<file path="config.mk">
export PLATFORM = sky130hd
export DESIGN_NAME = supply_voltage_window_protector_flat
export DESIGN_NICKNAME = d
export VERILOG_FILES = /design/src/rtl/core/svwp_pkg.sv /design/src/rtl/core/svwp_sample_if.sv /design/src/rtl/core/svwp_result_if.sv /design/src/rtl/core/svwp_cfg_if.sv /design/src/rtl/core/svwp_cfg_regs.sv /design/src/rtl/core/svwp_core.sv /design/src/rtl/core/supply_voltage_window_protector.sv /design/src/flat_wrapper.sv
export SDC_FILE = /design/constraint.sdc
export NUM_CORES = 1
export LEC_CHECK = 0
export BUFFER_PORTS_ARGS = -buffer_cell sky130_fd_sc_hd__buf_2
export CAP_MARGIN = 20
export CORE_ASPECT_RATIO = 1.75
export CORE_MARGIN = 5
export CORE_UTILIZATION = 35
export DETAILED_ROUTE_END_ITERATION = 6
export GPL_TIMING_DRIVEN = 0
export PLACE_DENSITY = 0.53
export SYNTH_ARGS = -nofsm -noshare
export SYNTH_HDL_FRONTEND = slang
export SYNTH_SLANG_ARGS = --single-unit
</file>
<file path="constraint.sdc">
create_clock -name clk_i -period 4.35 [get_ports clk_i]
set_clock_uncertainty 0.15 [all_clocks]
set_input_delay 0.435 -clock clk_i [delete_from_list [all_inputs] [get_ports clk_i]]
set_output_delay 0.435 -clock clk_i [all_outputs]
set_load 0.005 [all_outputs]
</file>
<file path="src/rtl/core/svwp_pkg.sv">
// ----------------------------------------------------------------------------
// svwp_pkg
// Shared types and constants of the supply voltage window protector.
// ----------------------------------------------------------------------------
package svwp_pkg;

  localparam int unsigned CODE_W = 12;
  localparam int unsigned RUN_W  = 4;
  localparam int unsigned IDX_W  = 3;

  localparam logic [RUN_W-1:0] RUN_MAX = 4'd15;

  // reset values, codes = volts * 4096 / 5 rounded
  localparam logic [CODE_W-1:0] HIGH_TRIP_RST    = 12'd1352;
  localparam logic [CODE_W-1:0] LOW_TRIP_RST     = 12'd696;
  localparam logic [CODE_W-1:0] HIGH_RESTART_RST = 12'd1311;
  localparam logic [CODE_W-1:0] LOW_RESTART_RST  = 12'd737;
  localparam logic [RUN_W-1:0]  CONFIRM_RST      = 4'd3;

  typedef enum logic [1:0] {
    MODE_NORMAL   = 2'd0,
    MODE_OFF_HIGH = 2'd1,
    MODE_OFF_LOW  = 2'd2
  } mode_e;

  typedef enum logic [2:0] {
    EV_NONE         = 3'd0,
    EV_CUT_HIGH     = 3'd1,
    EV_CUT_LOW      = 3'd2,
    EV_RESTART_HIGH = 3'd3,
    EV_RESTART_LOW  = 3'd4
  } event_e;

  typedef enum logic [IDX_W-1:0] {
    REG_HIGH_TRIP     = 3'd0,
    REG_LOW_TRIP      = 3'd1,
    REG_HIGH_RESTART  = 3'd2,
    REG_LOW_RESTART   = 3'd3,
    REG_CONFIRM_COUNT = 3'd4
  } reg_idx_e;

  typedef struct packed {
    logic [CODE_W-1:0] high_trip;
    logic [CODE_W-1:0] low_trip;
    logic [CODE_W-1:0] high_restart;
    logic [CODE_W-1:0] low_restart;
    logic [RUN_W-1:0]  confirm_count;
  } cfg_t;

  typedef struct packed {
    logic   power_enable;
    mode_e  mode;
    event_e event_res;
  } res_t;

endpackage

</file>
<file path="src/rtl/core/svwp_sample_if.sv">
// ----------------------------------------------------------------------------
// svwp_sample_if
// Sample channel: one converter sample per transaction.
// ----------------------------------------------------------------------------
interface svwp_sample_if;
  logic                       valid;
  logic                       ready;
  logic [svwp_pkg::CODE_W-1:0] sample_code;
  logic                       sample_valid;

  modport source (output valid, output sample_code, output sample_valid, input ready);
  modport sink   (input valid, input sample_code, input sample_valid, output ready);
endinterface

</file>
<file path="src/rtl/core/svwp_result_if.sv">
// ----------------------------------------------------------------------------
// svwp_result_if
// Result channel: power state and event for each sample.
// ----------------------------------------------------------------------------
interface svwp_result_if;
  logic             valid;
  logic             ready;
  logic             power_enable;
  svwp_pkg::mode_e  mode;
  svwp_pkg::event_e event_res;

  modport source (output valid, output power_enable, output mode, output event_res,
                  input ready);
  modport sink   (input valid, input power_enable, input mode, input event_res,
                  output ready);
endinterface

</file>
<file path="src/rtl/core/svwp_cfg_if.sv">
// ----------------------------------------------------------------------------
// svwp_cfg_if
// Configuration write channel: register index and write data.
// ----------------------------------------------------------------------------
interface svwp_cfg_if;
  logic                        valid;
  logic                        ready;
  logic [svwp_pkg::IDX_W-1:0]  index;
  logic [svwp_pkg::CODE_W-1:0] data;

  modport source (output valid, output index, output data, input ready);
  modport sink   (input valid, input index, input data, output ready);
endinterface

</file>
<file path="src/rtl/core/svwp_cfg_regs.sv">
// ----------------------------------------------------------------------------
// svwp_cfg_regs
// Threshold and confirm count registers, written over the config channel.
// ----------------------------------------------------------------------------
module svwp_cfg_regs (
  input  logic              clk_i,
  input  logic              rst_ni,
  svwp_cfg_if.sink          cfg_i,
  output svwp_pkg::cfg_t    cfg_o
);

  svwp_pkg::cfg_t cfg_d, cfg_q;

  assign cfg_i.ready = 1'b1;

  always_comb begin
    cfg_d = cfg_q;
    if (cfg_i.valid) begin
      unique case (cfg_i.index)
        svwp_pkg::REG_HIGH_TRIP:     cfg_d.high_trip     = cfg_i.data;
        svwp_pkg::REG_LOW_TRIP:      cfg_d.low_trip      = cfg_i.data;
        svwp_pkg::REG_HIGH_RESTART:  cfg_d.high_restart  = cfg_i.data;
        svwp_pkg::REG_LOW_RESTART:   cfg_d.low_restart   = cfg_i.data;
        svwp_pkg::REG_CONFIRM_COUNT: cfg_d.confirm_count = cfg_i.data[svwp_pkg::RUN_W-1:0];
        default:                     cfg_d = cfg_q;  // unused index, dropped
      endcase
    end
  end

  always_ff @(posedge clk_i or negedge rst_ni) begin
    if (!rst_ni) begin
      cfg_q.high_trip     <= svwp_pkg::HIGH_TRIP_RST;
      cfg_q.low_trip      <= svwp_pkg::LOW_TRIP_RST;
      cfg_q.high_restart  <= svwp_pkg::HIGH_RESTART_RST;
      cfg_q.low_restart   <= svwp_pkg::LOW_RESTART_RST;
      cfg_q.confirm_count <= svwp_pkg::CONFIRM_RST;
    end else begin
      cfg_q <= cfg_d;
    end
  end

  assign cfg_o = cfg_q;

endmodule

</file>
<file path="src/rtl/core/svwp_core.sv">
// ----------------------------------------------------------------------------
// svwp_core
// Protection mode and run counters, updated once per stepped sample.
// ----------------------------------------------------------------------------
module svwp_core #(
  parameter int unsigned SAMPLE_BITS = 12
) (
  input  logic                        clk_i,
  input  logic                        rst_ni,
  input  svwp_pkg::cfg_t              cfg_i,
  input  logic                        step_i,
  input  logic [svwp_pkg::CODE_W-1:0] code_i,
  input  logic                        flag_i,
  output svwp_pkg::res_t              res_o
);

  localparam int unsigned CmpBits =
    (SAMPLE_BITS < svwp_pkg::CODE_W) ? SAMPLE_BITS : svwp_pkg::CODE_W;

  svwp_pkg::mode_e                mode_d, mode_q;
  logic [svwp_pkg::RUN_W-1:0]     above_d, above_q;
  logic [svwp_pkg::RUN_W-1:0]     below_d, below_q;
  logic [svwp_pkg::RUN_W-1:0]     need;
  svwp_pkg::event_e               ev;
  logic [CmpBits-1:0]             code;
  logic                           hit_high_trip, hit_low_trip;
  logic                           hit_high_restart, hit_low_restart;

  function automatic logic [svwp_pkg::RUN_W-1:0] bump(
    input logic [svwp_pkg::RUN_W-1:0] run,
    input logic                       hit
  );
    logic [svwp_pkg::RUN_W-1:0] r;
    if (!hit) begin
      r = '0;
    end else if (run == svwp_pkg::RUN_MAX) begin
      r = svwp_pkg::RUN_MAX;
    end else begin
      r = run + 1'b1;
    end
    return r;
  endfunction

  // zero confirm count behaves as one
  assign need = (cfg_i.confirm_count == '0) ? svwp_pkg::RUN_W'(1) : cfg_i.confirm_count;

  assign code             = code_i[CmpBits-1:0];
  assign hit_high_trip    = code >= cfg_i.high_trip[CmpBits-1:0];
  assign hit_low_trip     = code <= cfg_i.low_trip[CmpBits-1:0];
  assign hit_high_restart = code <= cfg_i.high_restart[CmpBits-1:0];
  assign hit_low_restart  = code >= cfg_i.low_restart[CmpBits-1:0];

  always_comb begin
    mode_d  = mode_q;
    above_d = above_q;
    below_d = below_q;
    ev      = svwp_pkg::EV_NONE;
    if (flag_i) begin
      unique case (mode_q)
        svwp_pkg::MODE_OFF_HIGH: begin
          below_d = bump(below_q, hit_high_restart);
          above_d = '0;
          if (below_d >= need) begin
            mode_d  = svwp_pkg::MODE_NORMAL;
            ev      = svwp_pkg::EV_RESTART_HIGH;
            below_d = '0;
          end
        end
        svwp_pkg::MODE_OFF_LOW: begin
          above_d = bump(above_q, hit_low_restart);
          below_d = '0;
          if (above_d >= need) begin
            mode_d  = svwp_pkg::MODE_NORMAL;
            ev      = svwp_pkg::EV_RESTART_LOW;
            above_d = '0;
          end
        end
        default: begin
          // normal mode, over-voltage check first
          mode_d  = svwp_pkg::MODE_NORMAL;
          above_d = bump(above_q, hit_high_trip);
          below_d = bump(below_q, hit_low_trip);
          if (above_d >= need) begin
            mode_d  = svwp_pkg::MODE_OFF_HIGH;
            ev      = svwp_pkg::EV_CUT_HIGH;
            above_d = '0;
            below_d = '0;
          end else if (below_d >= need) begin
            mode_d  = svwp_pkg::MODE_OFF_LOW;
            ev      = svwp_pkg::EV_CUT_LOW;
            above_d = '0;
            below_d = '0;
          end
        end
      endcase
    end
  end

  always_ff @(posedge clk_i or negedge rst_ni) begin
    if (!rst_ni) begin
      mode_q  <= svwp_pkg::MODE_NORMAL;
      above_q <= '0;
      below_q <= '0;
    end else if (step_i) begin
      mode_q  <= mode_d;
      above_q <= above_d;
      below_q <= below_d;
    end
  end

  always_comb begin
    res_o.power_enable = (mode_d == svwp_pkg::MODE_NORMAL);
    res_o.mode         = mode_d;
    res_o.event_res    = ev;
  end

endmodule

</file>
<file path="src/rtl/core/supply_voltage_window_protector.sv">
// ----------------------------------------------------------------------------
// supply_voltage_window_protector
// Over/under-voltage power cut-off with hysteresis on raw converter codes.
// ----------------------------------------------------------------------------
// a sample is held in the input register, then its result in the output register
// throughput: one sample per cycle while the result channel is not stalled
// while a finished result is stalled, the input register takes a new sample only if it is empty
// reset: power on in normal mode, run counters zero, thresholds at defaults,
// both pipeline registers empty
module supply_voltage_window_protector #(
  parameter int unsigned SAMPLE_BITS = 12
) (
  input  logic          clk_i,
  input  logic          rst_ni,
  svwp_sample_if.sink   sample_i,
  svwp_result_if.source result_o,
  svwp_cfg_if.sink      cfg_i
);

  svwp_pkg::cfg_t              cfg;
  svwp_pkg::res_t              res;
  svwp_pkg::res_t              out_res_q;
  logic                        in_vld_d, in_vld_q;
  logic [svwp_pkg::CODE_W-1:0] in_code_q;
  logic                        in_flag_q;
  logic                        out_vld_d, out_vld_q;
  logic                        out_adv;
  logic                        in_adv;
  logic                        in_acc;

  svwp_cfg_regs u_cfg_regs (
    .clk_i  (clk_i),
    .rst_ni (rst_ni),
    .cfg_i  (cfg_i),
    .cfg_o  (cfg)
  );

  assign out_adv        = !out_vld_q || result_o.ready;
  assign in_adv         = in_vld_q && out_adv;
  assign sample_i.ready = !in_vld_q || out_adv;
  assign in_acc         = sample_i.valid && sample_i.ready;

  always_comb begin
    in_vld_d = in_vld_q;
    if (in_acc) begin
      in_vld_d = 1'b1;
    end else if (in_adv) begin
      in_vld_d = 1'b0;
    end
  end

  always_comb begin
    out_vld_d = out_vld_q;
    if (in_adv) begin
      out_vld_d = 1'b1;
    end else if (result_o.ready) begin
      out_vld_d = 1'b0;
    end
  end

  always_ff @(posedge clk_i or negedge rst_ni) begin
    if (!rst_ni) begin
      in_vld_q  <= 1'b0;
      out_vld_q <= 1'b0;
    end else begin
      in_vld_q  <= in_vld_d;
      out_vld_q <= out_vld_d;
    end
  end

  always_ff @(posedge clk_i) begin
    if (in_acc) begin
      in_code_q <= sample_i.sample_code;
      in_flag_q <= sample_i.sample_valid;
    end
    if (in_adv) begin
      out_res_q <= res;
    end
  end

  svwp_core #(
    .SAMPLE_BITS (SAMPLE_BITS)
  ) u_core (
    .clk_i  (clk_i),
    .rst_ni (rst_ni),
    .cfg_i  (cfg),
    .step_i (in_adv),
    .code_i (in_code_q),
    .flag_i (in_flag_q),
    .res_o  (res)
  );

  assign result_o.valid        = out_vld_q;
  assign result_o.power_enable = out_res_q.power_enable;
  assign result_o.mode         = out_res_q.mode;
  assign result_o.event_res    = out_res_q.event_res;

endmodule

</file>
<file path="src/flat_wrapper.sv">
// flat-port wrapper written by rule: the top's interface ports become plain ports
module supply_voltage_window_protector_flat 
#(
  parameter int unsigned SAMPLE_BITS = 12
)
  (clk_i, rst_ni, sample_i_valid, sample_i_sample_code, sample_i_sample_valid, sample_i_ready, result_o_valid, result_o_power_enable, result_o_mode, result_o_event_res, result_o_ready, cfg_i_valid, cfg_i_index, cfg_i_data, cfg_i_ready);
  svwp_sample_if sample_i_i ();
  svwp_result_if result_o_i ();
  svwp_cfg_if cfg_i_i ();
  input  logic clk_i;
  input  logic rst_ni;
  input wire logic [$bits(sample_i_i.valid)-1:0] sample_i_valid;
  input wire logic [$bits(sample_i_i.sample_code)-1:0] sample_i_sample_code;
  input wire logic [$bits(sample_i_i.sample_valid)-1:0] sample_i_sample_valid;
  output wire logic [$bits(sample_i_i.ready)-1:0] sample_i_ready;
  output wire logic [$bits(result_o_i.valid)-1:0] result_o_valid;
  output wire logic [$bits(result_o_i.power_enable)-1:0] result_o_power_enable;
  output wire logic [$bits(result_o_i.mode)-1:0] result_o_mode;
  output wire logic [$bits(result_o_i.event_res)-1:0] result_o_event_res;
  input wire logic [$bits(result_o_i.ready)-1:0] result_o_ready;
  input wire logic [$bits(cfg_i_i.valid)-1:0] cfg_i_valid;
  input wire logic [$bits(cfg_i_i.index)-1:0] cfg_i_index;
  input wire logic [$bits(cfg_i_i.data)-1:0] cfg_i_data;
  output wire logic [$bits(cfg_i_i.ready)-1:0] cfg_i_ready;
  assign sample_i_i.valid = sample_i_valid;
  assign sample_i_i.sample_code = sample_i_sample_code;
  assign sample_i_i.sample_valid = sample_i_sample_valid;
  assign sample_i_ready = sample_i_i.ready;
  assign result_o_valid = result_o_i.valid;
  assign result_o_power_enable = result_o_i.power_enable;
  assign result_o_mode = result_o_i.mode;
  assign result_o_event_res = result_o_i.event_res;
  assign result_o_i.ready = result_o_ready;
  assign cfg_i_i.valid = cfg_i_valid;
  assign cfg_i_i.index = cfg_i_index;
  assign cfg_i_i.data = cfg_i_data;
  assign cfg_i_ready = cfg_i_i.ready;
  supply_voltage_window_protector #(.SAMPLE_BITS(SAMPLE_BITS)) u_core (.clk_i(clk_i), .rst_ni(rst_ni), .sample_i(sample_i_i), .result_o(result_o_i), .cfg_i(cfg_i_i));
endmodule
</file>
==> impl_metrics.tcl, run 1 <==
set metrics [dict create \
    status "complete, no violations" \
    cap_violations 0 \
    antenna_found_initial 0 \
    stdcell_count 722 \
    area_growth_pct 14.8 \
    vias_per_cell 5.11 \
    synth_area_per_cell_um2 10.0 \
    floorplan.initialDensity_pct 35.5 \
    seq_area_frac_synth_pct 44.8 \
    finalHoldViolations 0 \
    hp-class "input pin to asynchronous set/reset pin" \
    yosys.area.top_type "dfrtp_1" \
    n_antenna_cell 0 \
    wl_per_cell_um 15.7 \
    irDropWorstVdd_mv 0.185 \
    cp_common_cell "ha_1" \
    synthesis.nets 590 \
    setup_tns_ns 0 \
    post_cts_buffers 0 \
    gp_congestion 0.823 \
    cts_buffers 9 \
    slew_violations 0 \
    dpl.cell_count 706 \
    ys_ff_latch 83 \
    synth.top_cell.area_share_pct 20.9 \
    netlist_area_um2 4910 \
    async_flop_share_pct 77.1 \
    path_cells "inv_1 -> ha_1 -> a21oi_1 -> o21ai_0 -> a2111oi_1 -> a21oi_2 -> nand2b_1 -> ha_1 -> nand2b_4 -> a2111oi_2 -> nor3_1 -> or3_4 -> o32ai_2 -> a22o_1" \
    max_freq_mhz 242 \
    grt_overflow_total 0 \
    setup_viol_count_final 0 \
    grt_usage_pct 14.2 \
    drt-total-wl_um 11300 \
    max_slew_margin_pct 36.6 \
    syn_inst 489 \
    grt_pass1_vias 3730 \
    die_y_um 167 \
    path_clk_slew_ns 0.07 \
    yosysUniqueCellTypes 49 \
    cts_tree "done" \
    clockRootBuffer "clkbuf_16" \
    yosys-top-cells-area "dfrtp_1 21%, ha_1 17%, dfstp_2 12%" \
    drt_iter0_drc 106 \
    clkLatencyLatePin_ns 0.34 \
    place_ws_ns 0.223 \
    yosysWarnings 0 \
    holdWs_ns 0.0193 \
    path_class "flip-flop to flip-flop" \
    die-area_um2 16600 \
    final_core_util_pct 40.8 \
    power.leakage_nw 2.54 \
    core_area_um2 13800 \
    synth_commonest_cells "68 x ha_1, 59 x nand2_1, 56 x inv_1, 50 x o21ai_0, 41 x dfrtp_1" \
    synth_edf_count 19 \
    crit_fanout 6 \
    route.detailed.drc 0 \
    crit_required_ns 4.48 \
    ant_nets 0 \
    ys.flop_type "dfrtp_1" \
    min_period_over_period_pct 94.9 \
    grt_pass1_wl_um 18200 \
    power_density_nw_per_um2 496 \
    boundaryPins 42 \
    tightest_slew_ns 0.939 \
    ctsHtreeMaxLevel 3 \
    min_period_ns 4.13 \
    cpPeakStageDelay_ns 0.56 \
    nets 641 \
    clock-sinks 83 \
    dpl.hpwl_um 8930 \
    slowest_stage "a2111oi_1" \
    yosysMostFrequentCell "ha_1" \
    die_w_um 99.6 \
    row_count 57 \
    startpoint_type "flip-flop" \
    grt_start_max_net_pins 65 \
    vias 3688 \
    layout-drive-gt1-share_pct 19.6 \
    io_buffers 40 \
    dr.pass1.iters 6 \
    worst_setup_path_end_kind "flip-flop" \
    cp.arrival_ns 4.26 \
    clockBufferDepth 2 \
    timing.final.ws_setup_ns 0.220 \
]
-- per-layer routing --
layer	vias to the layer above	wire length [um]	GRT usage (%)
met4	0	437	6.96
met2	80	6450	27.4
met5	-	0	0
met3	27	357	2.51
met1	1761	4090	14.0
li1	1820	-	-
-- where the power goes --
part	internal [mW]	total, mW	switching (mW)
logic	0.434	0.973	0.539
registers	0.991	1.06	0.0735
clock network	0.448	0.761	0.313
-- logic make-up (layout without fill, tap and decap cells) --
logic type	after synthesis	count (layout)	synth area share (%)
simple gates	135	135	13.6
compound gates	118	118	15.1
flops	83	83	44.8
fa+ha+maj	68	68	17.3
buf+inv	67	123	5.19
mux	17	17	3.90
other cells	1	1	0.0763
-- worst max-delay path, delay by kind of cell (launching register included) --
family | cells | cell delay [ns]
and+or+nand+nor | 4 | 0.95
DFF | 1 | 0.51
buffers and inverters | 1 | 0.04
adders and majority gates | 2 | 0.57
AOI/OAI and AO/OA | 7 | 1.84
-- cell type report --
type	count	area (um2)
multi-input cells	339	2460
flip-flops and latches	83	2200
repair buffers	40	203
clock inverters	5	63.8
plain buffers	11	45.0
inverters	56	210
fillers	1382	8200
clock buffers	11	233
well taps	177	221
-- flip-flops by register name (all words and copies together) (netlist names) --
| register | count |
|---|---|
| u_core.u_cfg_regs.cfg_o | 52 |
| u_core.in_code_q | 12 |
| u_core.u_core.above_q | 4 |
| u_core.u_core.below_q | 4 |
| u_core.result_o.event_res | 3 |
| u_core.result_o.mode | 2 |
| u_core.u_core.mode_q | 2 |
| u_core.in_flag_q | 1 |
| u_core.in_vld_q | 1 |
| u_core.result_o.power_enable | 1 |
| u_core.result_o.valid | 1 |
-- final timing paths --
path	start	to	slack (ns)	cells after the start
setup / recovery	u_core.u_cfg_regs.cfg_o[37]	u_core.u_core.below_q[1]	0.22	14
hold / removal	rst_ni	u_core.result_o.valid	0.02	1
setup reg to reg	u_core.u_cfg_regs.cfg_o[37]	u_core.u_core.below_q[1]	0.22	14
hold reg to reg	u_core.in_vld_q	u_core.result_o.valid	0.34	1
max in group asynchronous	rst_ni	u_core.u_cfg_regs.cfg_o[21]	3.44	1
min in group clk_i	sample_i_sample_valid	u_core.in_flag_q	0.11	1
-- placed cells by master (no fill, tap or decap), types with 2 or more instances in the layout --
| cell | instances |
|---|---|
| clkbuf_16 | 9 |
| a21oi_1 | 22 |
| o21ai_0 | 50 |
| nand4_1 | 9 |
| buf_4 | 2 |
| nand2b_1 | 8 |
| clkinv_4 | 3 |
| nor4bb_1 | 2 |
| a21o_1 | 8 |
| clkbuf_1 | 11 |
| nand2b_4 | 2 |
| inv_1 | 56 |
| o21a_1 | 5 |
| edfxtp_1 | 19 |
| a22o_1 | 6 |
| a31oi_1 | 4 |
| or2_2 | 3 |
| o211ai_1 | 3 |
| dfrtp_1 | 41 |
| nand2_1 | 59 |
| o21ai_1 | 4 |
| ha_1 | 68 |
| a2111oi_0 | 2 |
| nor3_1 | 6 |
| a211oi_1 | 2 |
| nor2b_1 | 5 |
| buf_2 | 39 |
| and2_1 | 2 |
| nor3b_1 | 2 |
| dfstp_2 | 23 |
| mux2_2 | 17 |
| nor2_1 | 22 |
| nand3_1 | 6 |
| nand3b_1 | 3 |
-- what timing repair did --
action / CTS / global route
endpoints found under the setup margin: 0 / 6
hold buffers: 0 / 0
gates resized for setup: 0 / 2
-- per-stage QoR --
stage	total power [mW]	area (um2)
floorplan	1.79	4910
global placement	2.01	5340
detailed placement	2.06	5340
CTS	2.83	5630
global route	3.02	5640
finish	2.80	5640
Note: power is estimated with default switching activity, not from simulation.
==> run 2: changes to the inputs <==
ABC_AREA = 1   (was default)
PLACE_DENSITY = 0.52   (was 0.53)
==> run 2 against run 1 <==
Net effect:
- synthesized cell count is 30% higher
- die area is 5.2% higher
- sequential power hardly changed
- global-route usage is 1.5 points higher
- fmax is 30% higher
- final area is 5.1% higher
- sequential share of layout area is 1.9 points lower
- largest cell class unchanged
- core utilization is 0.60 points lower
==> impl_metrics.tcl, run 2 <==
set metrics [dict create \
    crit_fanout 6 \
    drt-total-wl_um 12700 \
    io_buffers 40 \
    seqCellArea_um2 2200 \
    cts_hold_buf 0 \
    hp-class "input pin to asynchronous set/reset pin" \
    wl_per_cell_um 14.5 \
    die_w_um 102 \
    synthSimpleGateAreaFrac_pct 22.2 \
    yosysWarnings 0 \
    layout-drive-gt1-share_pct 14.8 \
    synthesis.nets 739 \
    antenna_found_initial 0 \
    muxShareOfSynthArea_pct 0 \
    ys_ff_latch 83 \
    grt_pass1_vias 4428 \
    dr.pass1.iters 4 \
    intPower_mw 1.79 \
    grt_overflow_total 0 \
    cts_buffers 9 \
    combPwrFrac_pct 33.1 \
    boundaryPins 42 \
    largest_register_ffs 52 \
    final_common_cell "nand2_1" \
    synth_commonest_cells "174 x nand2_1, 118 x inv_1, 68 x ha_1, 48 x o21ai_0, 41 x dfrtp_1" \
    yosys-top-cells-area "dfrtp_1 20%, ha_1 16%, nand2_1 13%" \
    synth.top_cell.area_share_pct 19.8 \
    multi_input_area_um2 2480 \
    grt_pass1_wl_um 21100 \
    crit_required_ns 4.30 \
    min_period_over_period_pct 73.3 \
    yosysMostFrequentCell "nand2_1" \
    clockBufferDepth 2 \
    cts_tree "done" \
    nets 790 \
    vias_per_cell 4.79 \
    route.detailed.drc 0 \
    path_class "flip-flop to flip-flop" \
    finalHoldViolations 0 \
    syn_inst 638 \
    netlist_area_um2 5190 \
    row_count 59 \
    die-area_um2 17500 \
    async_flop_share_pct 77.1 \
    startpoint_type "flip-flop" \
    worst_setup_path_end_kind "flip-flop" \
    drt_iter0_drc 194 \
    clkLatencyLatePin_ns 0.34 \
    slew_violations 0 \
    ys.flop_type "dfrtp_1" \
    synth_compound_area_share_pct 9.13 \
    seq_area_frac_synth_pct 42.4 \
    post_cts_buffers 0 \
    synth_fa_ha_area_share_pct 16.4 \
    yosys.area.top_type "dfrtp_1" \
    vias 4205 \
    cap_violations 0 \
    dpl.cell_count 861 \
    status "complete, no violations" \
    stdcell_count 877 \
    core_area_um2 14800 \
    grt_start_max_net_pins 65 \
    path_clk_slew_ns 0.06 \
    ant_nets 0 \
    setup_viol_count_final 0 \
    clockRootBuffer "clkbuf_16" \
    power_mw 2.76 \
    floorplan.initialDensity_pct 35.2 \
    clock-sinks 83 \
    cp.arrival_ns 3.14 \
    p_sw_share_pct 35.1 \
    grt_usage_pct 15.7 \
    yosysUniqueCellTypes 34 \
    pwr-share-seq_pct 38.3 \
    synth_area_per_cell_um2 8.14 \
    max_slew_margin_pct 43.9 \
    synth_xor_area_share_pct 0 \
    power.leakage_nw 3.13 \
    setup_tns_ns 0 \
    min_period_ns 3.19 \
    dpl.hpwl_um 10100 \
    tightest_slew_ns 0.841 \
    die_y_um 171 \
    ctsResizeCount 0 \
    max_freq_mhz 314 \
    rsz0062_at_grt "false" \
    p_sw_uw 970 \
    irDropWorstVdd_mv 0.216 \
    fill_cells 1559 \
    power_density_nw_per_um2 466 \
    area_growth_pct 14.2 \
    ctsHtreeMaxLevel 3 \
    synth_top_family_by_area "simple AND/OR/NAND/NOR gates" \
    clkPwrFrac_pct 28.6 \
    gp_congestion 0.845 \
    synth_edf_count 19 \
    mostFrequentLayoutCells "174 x nand2_1, 118 x inv_1, 68 x ha_1" \
    n_antenna_cell 0 \
]
run 2: layout make-up:
cell class	count	area share, %
inverter	122	7.72
sequential	83	37.1
clock inverter	4	0.802
multi-input combinational	423	41.8
clock buffer	12	4.35
timing repair buffer	40	3.42
buffer	10	0.886
tap	183	3.86
run 2: final timing paths:
| check | startpoint | to | slack [ns] | cells past startpoint |
|---|---|---|---|---|
| worst max-delay path | u_core.in_code_q[11] | u_core.result_o.power_enable | 1.16 | 16 |
| worst min-delay path | rst_ni | u_core.u_cfg_regs.cfg_o[40] | 0.04 | 1 |
| worst max register to register | u_core.in_code_q[11] | u_core.result_o.power_enable | 1.16 | 16 |
| worst min register to register | u_core.u_cfg_regs.cfg_o[17] | u_core.u_cfg_regs.cfg_o[17] | 0.33 | 2 |
| max in group asynchronous | rst_ni | u_core.u_core.mode_q[0] | 3.45 | 1 |
| min in group clk_i | sample_i_sample_code[10] | u_core.in_code_q[10] | 0.12 | 1 |
run 2: per-stage QoR:
stage,hold slack (ns),worst slack (ns),cell area (um2),util [%]
floorplan,-0.0106,1.59,5190,-
global placement,0.313,1.18,5620,38.1
detailed placement,0.319,1.16,5620,38.1
CTS,0.0766,1.15,5930,40.2
global route,0.105,0.821,5930,40.2
finish,0.0362,1.16,5930,40.2
run 2: cell families after synthesis:
logic type,count (synthesis)
other,1
adders and majority gates,68
AOI/OAI and AO/OA,90
and+or+nand+nor,264
DFF,83
buffers and inverters,132
run 2: metal layers:
layer / global-route usage [%] / vias up / part of all wire, %
met2: 31.1 / 69 / 58
met3: 2.49 / 26 / 2.6
li1: - / 2141 / -
met1: 15.7 / 1969 / 37
met4: 6.00 / 0 / 2.7
met5: 0 / - / 0
run 2: power by group through the flow:
stage / combinational, mW / clock, mW / sequential (mW)
finish: 0.915 / 0.790 / 1.06
global route: 1.08 / 0.840 / 1.08
CTS: 0.932 / 0.816 / 1.06
detailed placement: 0.925 / 0 / 1.07
global placement: 0.891 / 0 / 1.07
floorplan: 0.669 / 0 / 1.05
run 2: critical path, stage by stage (launching register included):
cell      delay, ns
edfxtp_1       0.48
ha_1           0.38
a21oi_1        0.19
o21ai_0        0.16
nor2_1         0.13
nand2_1        0.17
inv_1          0.14
nor2_1         0.05
ha_1           0.30
a21oi_1        0.20
nand4_1        0.18
nand2_1        0.13
nand2_1        0.07
nand3_1        0.07
nand2_1        0.07
nand2_1        0.06
inv_1          0.04
